--- src/rtl/csvt_pkg.sv ---
`timescale 1ns / 1ps
// ----------------------------------------------------------------------------
// csvt_pkg
// shared types and constants of the csv record tokenizer
// ----------------------------------------------------------------------------
package csvt_pkg;

    localparam int BYTE_W     = 8;
    localparam int SLOTS      = 3;
    localparam int SLOT_IDX_W = 2;
    localparam int QDEPTH     = 4;

    localparam logic [BYTE_W-1:0] CH_QUOTE = 8'h22;
    localparam logic [BYTE_W-1:0] CH_COMMA = 8'h2C;
    localparam logic [BYTE_W-1:0] CH_LF    = 8'h0A;
    localparam logic [BYTE_W-1:0] CH_CR    = 8'h0D;

    typedef enum logic [2:0] {
        KIND_CELL   = 3'd0,
        KIND_FIELD  = 3'd1,
        KIND_RECORD = 3'd2,
        KIND_ERROR  = 3'd3,
        KIND_END    = 3'd4
    } result_kind_t;

    // one queue entry: the whole run of results caused by one input byte
    typedef struct packed {
        logic [SLOT_IDX_W-1:0]         cnt;
        result_kind_t [SLOTS-1:0]      kinds;
        logic [BYTE_W-1:0]             cell_byte;
    } run_entry_t;

endpackage

--- src/rtl/csv_record_tokenizer.sv ---
`timescale 1ns / 1ps
// ----------------------------------------------------------------------------
// csv_record_tokenizer
// streaming csv tokenizer: one text byte in, a run of up to three results out
// ----------------------------------------------------------------------------
// a byte's run is written into the run queue, then its first result is registered
// throughput: one byte per cycle into the run queue; the output sends one result
//   per cycle while m_tready allows; a byte's n results hold it until all are sent
// input stalls only when the run queue (QUEUE_DEPTH entries) is full
// reset: asynchronous, clears the parse flags, the queue and the output stage
// ----------------------------------------------------------------------------
module csv_record_tokenizer
#(
    parameter int QUEUE_DEPTH = csvt_pkg::QDEPTH
)
(
    input  logic        clk,
    input  logic        rst_n,
    input  logic        s_tvalid,
    output logic        s_tready,
    input  logic [7:0]  s_tdata,   // text_byte
    input  logic        s_tlast,   // end_of_text
    output logic        m_tvalid,
    input  logic        m_tready,
    output logic [7:0]  m_tdata,   // cell_byte
    output logic [2:0]  m_tuser,   // result_kind
    output logic        m_tlast    // run_last
);
    import csvt_pkg::*;

    logic       push, q_full, pop, q_valid;
    run_entry_t push_data, q_data;

    csvt_front u_front
    (
        .clk       (clk),
        .rst_n     (rst_n),
        .s_tvalid  (s_tvalid),
        .s_tready  (s_tready),
        .s_tdata   (s_tdata),
        .s_tlast   (s_tlast),
        .q_full    (q_full),
        .push      (push),
        .push_data (push_data)
    );

    csvt_queue #(.DEPTH(QUEUE_DEPTH)) u_queue
    (
        .clk       (clk),
        .rst_n     (rst_n),
        .push      (push),
        .push_data (push_data),
        .full      (q_full),
        .pop       (pop),
        .q_valid   (q_valid),
        .q_data    (q_data)
    );

    csvt_back u_back
    (
        .clk      (clk),
        .rst_n    (rst_n),
        .q_valid  (q_valid),
        .q_data   (q_data),
        .pop      (pop),
        .m_tvalid (m_tvalid),
        .m_tready (m_tready),
        .m_tdata  (m_tdata),
        .m_tuser  (m_tuser),
        .m_tlast  (m_tlast)
    );

endmodule

--- src/rtl/csvt_front.sv ---
`timescale 1ns / 1ps
// ----------------------------------------------------------------------------
// csvt_front
// accepts text bytes, tracks the parse flags and builds one result run per byte
// ----------------------------------------------------------------------------
module csvt_front
(
    input  logic                      clk,
    input  logic                      rst_n,
    input  logic                      s_tvalid,
    output logic                      s_tready,
    input  logic [7:0]                s_tdata,   // text_byte
    input  logic                      s_tlast,   // end_of_text
    input  logic                      q_full,
    output logic                      push,
    output csvt_pkg::run_entry_t      push_data
);
    import csvt_pkg::*;

    logic in_quotes_reg, in_quotes_next;
    logic quote_pending_reg, quote_pending_next;
    logic field_opened_quoted_reg, field_opened_quoted_next;
    logic cell_has_text_reg, cell_has_text_next;
    logic row_has_cells_reg, row_has_cells_next;
    logic skip_line_feed_reg, skip_line_feed_next;
    logic error_latched_reg, error_latched_next;

    logic       accept;
    run_entry_t ent;

    assign s_tready = !q_full;
    assign accept   = s_tvalid && s_tready;

    always_comb
    begin
        logic iq, qp, foq, cht, rhc, slf, err;
        logic handled, unq;
        logic [SLOT_IDX_W-1:0] cnt;
        result_kind_t [SLOTS-1:0] kinds;
        logic [BYTE_W-1:0] cb;

        iq  = in_quotes_reg;
        qp  = quote_pending_reg;
        foq = field_opened_quoted_reg;
        cht = cell_has_text_reg;
        rhc = row_has_cells_reg;
        slf = skip_line_feed_reg;
        err = error_latched_reg;
        handled = 1'b0;
        unq     = 1'b0;
        cnt     = '0;
        kinds   = {SLOTS{KIND_CELL}};
        cb      = '0;

        if (!err)
        begin
            if (slf)
            begin
                slf = 1'b0;
                if (s_tdata == CH_LF)
                    handled = 1'b1;
            end
            if (!handled)
            begin
                if (qp)
                begin
                    qp = 1'b0;
                    if (s_tdata == CH_QUOTE)
                    begin
                        kinds[cnt] = KIND_CELL;
                        cb  = CH_QUOTE;
                        cnt = cnt + 1'b1;
                        cht = 1'b1;
                    end
                    else
                    begin
                        iq  = 1'b0;
                        unq = 1'b1;
                    end
                end
                else if (iq)
                begin
                    if (s_tdata == CH_QUOTE)
                        qp = 1'b1;
                    else
                    begin
                        kinds[cnt] = KIND_CELL;
                        cb  = s_tdata;
                        cnt = cnt + 1'b1;
                        cht = 1'b1;
                    end
                end
                else
                    unq = 1'b1;
            end
            if (unq)
            begin
                priority if (s_tdata == CH_QUOTE)
                begin
                    if (cht || foq)
                    begin
                        kinds[cnt] = KIND_ERROR;
                        cnt = cnt + 1'b1;
                        err = 1'b1;
                    end
                    else
                    begin
                        iq  = 1'b1;
                        foq = 1'b1;
                    end
                end
                else if (s_tdata == CH_COMMA)
                begin
                    kinds[cnt] = KIND_FIELD;
                    cnt = cnt + 1'b1;
                    cht = 1'b0;
                    foq = 1'b0;
                    rhc = 1'b1;
                end
                else if (s_tdata == CH_LF || s_tdata == CH_CR)
                begin
                    kinds[cnt] = KIND_RECORD;
                    cnt = cnt + 1'b1;
                    cht = 1'b0;
                    foq = 1'b0;
                    rhc = 1'b0;
                    slf = (s_tdata == CH_CR);
                end
                else
                begin
                    kinds[cnt] = KIND_CELL;
                    cb  = s_tdata;
                    cnt = cnt + 1'b1;
                    cht = 1'b1;
                end
            end
        end

        if (s_tlast)
        begin
            if (!err)
            begin
                if (qp)
                begin
                    qp = 1'b0;
                    iq = 1'b0;
                end
                if (iq)
                begin
                    kinds[cnt] = KIND_ERROR;
                    cnt = cnt + 1'b1;
                end
                else if (cht || rhc || foq)
                begin
                    kinds[cnt] = KIND_RECORD;
                    cnt = cnt + 1'b1;
                end
            end
            kinds[cnt] = KIND_END;
            cnt = cnt + 1'b1;
            iq  = 1'b0;
            qp  = 1'b0;
            foq = 1'b0;
            cht = 1'b0;
            rhc = 1'b0;
            slf = 1'b0;
            err = 1'b0;
        end

        in_quotes_next           = iq;
        quote_pending_next       = qp;
        field_opened_quoted_next = foq;
        cell_has_text_next       = cht;
        row_has_cells_next       = rhc;
        skip_line_feed_next      = slf;
        error_latched_next       = err;
        ent.cnt       = cnt;
        ent.kinds     = kinds;
        ent.cell_byte = cb;
    end

    assign push      = accept && (ent.cnt != '0);
    assign push_data = ent;

    always_ff @(posedge clk or negedge rst_n)
    begin
        if (!rst_n)
        begin
            in_quotes_reg           <= 1'b0;
            quote_pending_reg       <= 1'b0;
            field_opened_quoted_reg <= 1'b0;
            cell_has_text_reg       <= 1'b0;
            row_has_cells_reg       <= 1'b0;
            skip_line_feed_reg      <= 1'b0;
            error_latched_reg       <= 1'b0;
        end
        else if (accept)
        begin
            in_quotes_reg           <= in_quotes_next;
            quote_pending_reg       <= quote_pending_next;
            field_opened_quoted_reg <= field_opened_quoted_next;
            cell_has_text_reg       <= cell_has_text_next;
            row_has_cells_reg       <= row_has_cells_next;
            skip_line_feed_reg      <= skip_line_feed_next;
            error_latched_reg       <= error_latched_next;
        end
    end

endmodule

--- src/rtl/csvt_queue.sv ---
`timescale 1ns / 1ps
// ----------------------------------------------------------------------------
// csvt_queue
// short fifo of result runs between the front and back parts
// ----------------------------------------------------------------------------
module csvt_queue
#(
    parameter int DEPTH = csvt_pkg::QDEPTH
)
(
    input  logic                      clk,
    input  logic                      rst_n,
    input  logic                      push,
    input  csvt_pkg::run_entry_t      push_data,
    output logic                      full,
    input  logic                      pop,
    output logic                      q_valid,
    output csvt_pkg::run_entry_t      q_data
);
    import csvt_pkg::*;

    localparam int PTR_W = (DEPTH > 1) ? $clog2(DEPTH) : 1;
    localparam int CNT_W = $clog2(DEPTH + 1);
    localparam logic [PTR_W-1:0] LAST_PTR = PTR_W'(DEPTH - 1);
    localparam logic [CNT_W-1:0] FULL_CNT = CNT_W'(DEPTH);

    run_entry_t mem_reg [DEPTH];
    logic [PTR_W-1:0] wr_ptr_reg, wr_ptr_next;
    logic [PTR_W-1:0] rd_ptr_reg, rd_ptr_next;
    logic [CNT_W-1:0] count_reg, count_next;
    logic do_push, do_pop;

    assign full    = (count_reg == FULL_CNT);
    assign q_valid = (count_reg != '0);
    assign q_data  = mem_reg[rd_ptr_reg];
    assign do_push = push && !full;
    assign do_pop  = pop && q_valid;

    always_comb
    begin
        wr_ptr_next = wr_ptr_reg;
        rd_ptr_next = rd_ptr_reg;
        count_next  = count_reg;
        if (do_push)
            wr_ptr_next = (wr_ptr_reg == LAST_PTR) ? '0 : wr_ptr_reg + 1'b1;
        if (do_pop)
            rd_ptr_next = (rd_ptr_reg == LAST_PTR) ? '0 : rd_ptr_reg + 1'b1;
        if (do_push && !do_pop)
            count_next = count_reg + 1'b1;
        else if (do_pop && !do_push)
            count_next = count_reg - 1'b1;
    end

    always_ff @(posedge clk or negedge rst_n)
    begin
        if (!rst_n)
        begin
            wr_ptr_reg <= '0;
            rd_ptr_reg <= '0;
            count_reg  <= '0;
        end
        else
        begin
            wr_ptr_reg <= wr_ptr_next;
            rd_ptr_reg <= rd_ptr_next;
            count_reg  <= count_next;
        end
    end

    always_ff @(posedge clk)
    begin
        if (do_push)
            mem_reg[wr_ptr_reg] <= push_data;
    end

endmodule

--- src/rtl/csvt_back.sv ---
`timescale 1ns / 1ps
// ----------------------------------------------------------------------------
// csvt_back
// unpacks each result run and sends its results one per cycle while m_tready allows
// ----------------------------------------------------------------------------
module csvt_back
(
    input  logic                      clk,
    input  logic                      rst_n,
    input  logic                      q_valid,
    input  csvt_pkg::run_entry_t      q_data,
    output logic                      pop,
    output logic                      m_tvalid,
    input  logic                      m_tready,
    output logic [7:0]                m_tdata,   // cell_byte
    output logic [2:0]                m_tuser,   // result_kind
    output logic                      m_tlast    // run_last
);
    import csvt_pkg::*;

    logic                  busy_reg, busy_next;
    logic [SLOT_IDX_W-1:0] idx_reg, idx_next;
    run_entry_t            work_reg, work_next;
    logic                  valid_reg, valid_next;
    result_kind_t          kind_reg, kind_next;
    logic [BYTE_W-1:0]     byte_reg, byte_next;
    logic                  last_reg, last_next;

    run_entry_t            cur;
    logic [SLOT_IDX_W-1:0] sel, sel_inc;
    logic                  avail, load, fin;

    assign cur     = busy_reg ? work_reg : q_data;
    assign sel     = busy_reg ? idx_reg : '0;
    assign sel_inc = sel + 1'b1;
    assign avail   = busy_reg || q_valid;
    assign load    = avail && (!valid_reg || m_tready);
    assign fin     = (sel_inc == cur.cnt);
    assign pop     = load && !busy_reg;

    always_comb
    begin
        busy_next  = busy_reg;
        idx_next   = idx_reg;
        work_next  = work_reg;
        valid_next = valid_reg;
        kind_next  = kind_reg;
        byte_next  = byte_reg;
        last_next  = last_reg;
        if (load)
        begin
            valid_next = 1'b1;
            kind_next  = cur.kinds[sel];
            byte_next  = (cur.kinds[sel] == KIND_CELL) ? cur.cell_byte : '0;
            last_next  = fin;
            busy_next  = !fin;
            idx_next   = sel_inc;
            if (!busy_reg)
                work_next = q_data;
        end
        else if (m_tready)
            valid_next = 1'b0;
    end

    always_ff @(posedge clk or negedge rst_n)
    begin
        if (!rst_n)
        begin
            busy_reg  <= 1'b0;
            idx_reg   <= '0;
            valid_reg <= 1'b0;
        end
        else
        begin
            busy_reg  <= busy_next;
            idx_reg   <= idx_next;
            valid_reg <= valid_next;
        end
    end

    always_ff @(posedge clk)
    begin
        work_reg <= work_next;
        kind_reg <= kind_next;
        byte_reg <= byte_next;
        last_reg <= last_next;
    end

    assign m_tvalid = valid_reg;
    assign m_tdata  = byte_reg;
    assign m_tuser  = kind_reg;
    assign m_tlast  = last_reg;

endmodule

--- config.mk ---
export PLATFORM = sky130hd
export DESIGN_NAME = csv_record_tokenizer
export DESIGN_NICKNAME = d
export VERILOG_FILES = /design/src/rtl/csvt_pkg.sv /design/src/rtl/csv_record_tokenizer.sv /design/src/rtl/csvt_front.sv /design/src/rtl/csvt_queue.sv /design/src/rtl/csvt_back.sv
export SDC_FILE = /design/constraint.sdc
export NUM_CORES = 1
export LEC_CHECK = 0
export BUFFER_PORTS_ARGS = -buffer_cell sky130_fd_sc_hd__buf_2
export CAP_MARGIN = 10
export CORE_AREA = 2 2 81 161
export DETAILED_ROUTE_END_ITERATION = 16
export DIE_AREA = 0 0 83 163
export PLACE_DENSITY_LB_ADDON = 0.15
export SLEW_MARGIN = 20
export SYNTH_ARGS = -nofsm -noshare
export SYNTH_HDL_FRONTEND = slang
export SYNTH_HIERARCHICAL = 1
export SYNTH_SLANG_ARGS = --single-unit
--- constraint.sdc ---
create_clock -name clk -period 5.4 [get_ports clk]
set_input_delay 0 -clock clk [delete_from_list [all_inputs] [get_ports clk]]
set_output_delay 0 -clock clk [all_outputs]
set_load 0.1 [all_outputs]
==> metrics <==
outcome finished, final reports clean; sequential element share of the synthesized area about three fifths; Initial Utilization 48.6%; Final GP Congestion between 0.9 and 1; Reg clk slew, reported paths around 0.050 ns; FF-to-FF End u_queue/count_reg[2]; drt first pass iters 5; largest net degree at the start of global routing 36; final hold violations 0; Mapped Nets 440; pwr/cell area approximately 600 nW/um^2; Avg WL per Cell 18.7 um; Highest Clock Rate 208 MHz; # nets final 476; asr flop ratio synth 14.4%; vias about 3600; clk_skew 0.00903 ns; Yosys cell types between 70 and 80; worst-skew pair later-pin latency 0.40 ns; Worst Max-Slew Pin Slew 0.956 ns; Die Footprint 13500 sq um; Post-Synthesis Cells roughly 410; commonest non-fill, non-tap cell in the layout edfxtp_1; WS Path Type primary input to flop; HPWL Detailed 8.06 mm; minimum clock period ~4.8 ns; Worst Setup End Kind flop; Ports 27; Placed Area around 6300 sq um; MaxCap Viol Count 0; DRT antenna net count 0; max reg flops 76; H-tree levels 4; Post-synth EDFFs 107; Die Ht 163 um; antenna violations before repair 0; hold endpoint u_front/cell_has_text_reg; DRT iter0 DRCs about 280; synth warn 6; I/O Buffers 26; relative slew slack 36.3%; area grow syn2layout 15.9%; Critical Path Source s_tdata[0]; final WL 11.4 mm; FP Rows just under 60; critical path peak fanout 9; Hold Crit Start s_tvalid; CTS tree yes; arrival time worst endpoint ~5 ns; R2R Setup Slk roughly 0.64 ns; final max-slew violation count 0; cell area after synthesis 6030 sq um; R2R depth 21; DRC 0; Worst Hold Class primary input to flop; first-pass GRT wire length 18.6 mm; Final Util 56.3%; diodes inserted 0; Mean Syn Cell Area 14.6 sq um; Num CTS Buffers 17; Layout fillers 976; fraction of layout cells with a size suffix above 1 27.8%; most frequent cells in the layout 107 x edfxtp_1, 26 x buf_2, 25 x nand2_1; Min-Delay Path Depth 3; clk root buf clkbuf_16; FF+latch count, synth 125; CP startpoint kind primary input; Top FF cell, synth edfxtp_1; Max VDD drop around 0.38 mV; gr usage total 17.9%; GR Overflow Total 0; Setup violations, final 0; Avg Vias per Cell 5.89; worst r2r src u_front/in_quotes_reg; post-route cell area 6990 sq um; vias in the first global route 3604; Die Wd 83 um; Worst EP required ~5.7 ns; Sink Count 125; Post-CTS Setup Bufs 0; final cycle utilization of the critical path 89.1%; Setup TNS 0 ns; LEAKAGE 2.62 nW; core footprint ~12000 sq um; unrepaired setup endpoints after global routing no; clk buf depth 2
==> layer usage <==
metal	vias to the layer above	part of all wire (%)	track usage (%)	routed length, um
met1	1829	39	20.3	4430
met5	-	0	0	0
li1	1646	-	-	-
met3	23	3.5	3.80	399
met4	0	2.3	7.60	259
met2	101	56	32.4	6360
==> area by class of cell <==
cell class                 count  area (sq um)  share of cell area, %
clock buffer                  19           443                   6.34
multi-input combinational    257          2210                   31.7
tap                          150           188                   2.69
sequential                   125          3660                   52.4
clock inverter                13           236                   3.38
inverter                      14          52.6                  0.752
timing repair buffer          33           193                   2.76
==> synthesized netlist by cell type, types with 5 or more instances <==
cell      number  area (sq um)
inv_1         13          48.8
clkbuf_1       6          22.5
nor2b_2        9          78.8
xnor2_1        5          43.8
o21ai_0       11          55.1
nor2_1        20          75.1
nor2b_1       10          62.6
dfrtp_1       18           450
mux4_2        19           428
ha_1          14           175
edfxtp_1     107          3210
a21oi_1       10          50.1
nand2_1       25          93.8
mux2i_1        5          50.1
nand3_1       12          60.1
nand2b_1      12          75.1
a31oi_1        6          37.5
and2_1         5          31.3
mux2_2        14           158
==> critical path: stages <==
cell and delay, ns:
dlygate4sd3_1 0.52, buf_2 0.18, nor3b_4 0.39, nand4_1 0.23, a21bo_2 0.29, nand2_1 0.08, ha_1 0.27, nor2_1 0.09
nor3_1 0.06, or2b_2 0.35, ha_1 0.32, a21oi_1 0.21, ha_1 0.30, nand3_1 0.08, o211ai_1 0.09, a31oi_1 0.17
nor2b_2 0.33, ha_1 0.24, inv_1 0.07, fa_1 0.42, xor2_1 0.17, nor2_1 0.11, xor2_1 0.16
==> metrics by stage <==
| stage | worst slack [ns] | hold slack, ns | cells | power (mW) |
|---|---|---|---|---|
| global placement | 0.861 | -0.0278 | 575 | 2.91 |
| global route | 0.223 | 0.0502 | 611 | 4.42 |
| finish | 0.587 | 0.0278 | 611 | 4.21 |
| floorplan | 1.15 | -0.296 | 412 | 2.70 |
| detailed placement | 0.675 | -0.0252 | 575 | 2.96 |
| CTS | 0.603 | 0.0162 | 611 | 4.26 |
==> where the power goes <==
group | switching [mW] | total, mW | internal [mW]
Clock | 0.403 | 1.29 | 0.882
Sequential | 0.170 | 1.56 | 1.39
Combinational | 0.852 | 1.36 | 0.508
==> what timing repair did <==
item | in CTS | in global routing
hold buffers | 4 | 0
gates resized for setup | 0 | 0
endpoints found under the setup margin | 0 | 0
endpoints found under the hold margin | 21 | 0
==> logic make-up (layout without fill, tap and decap cells) <==
logic type | after synthesis | after routing | share of synthesized area, %
flops | 125 | 125 | 60.8
compound gates | 58 | 58 | 7.02
xor+xnor | 8 | 8 | 1.16
mux | 42 | 42 | 11.5
fa+ha+maj | 15 | 15 | 3.24
simple gates | 134 | 134 | 13.7
buf+inv | 30 | 79 | 2.51
==> worst max-delay path by stage <==
stage               depth (start not counted)              endpoint
CTS                                        23  u_queue/count_reg[2]
detailed placement                         21  u_queue/count_reg[2]
floorplan                                  23  u_queue/count_reg[2]
finish                                     23  u_queue/count_reg[2]
global route                               23  u_queue/count_reg[2]
global placement                           21  u_queue/count_reg[2]
No activity file was read; power rests on OpenSTA's default activity.
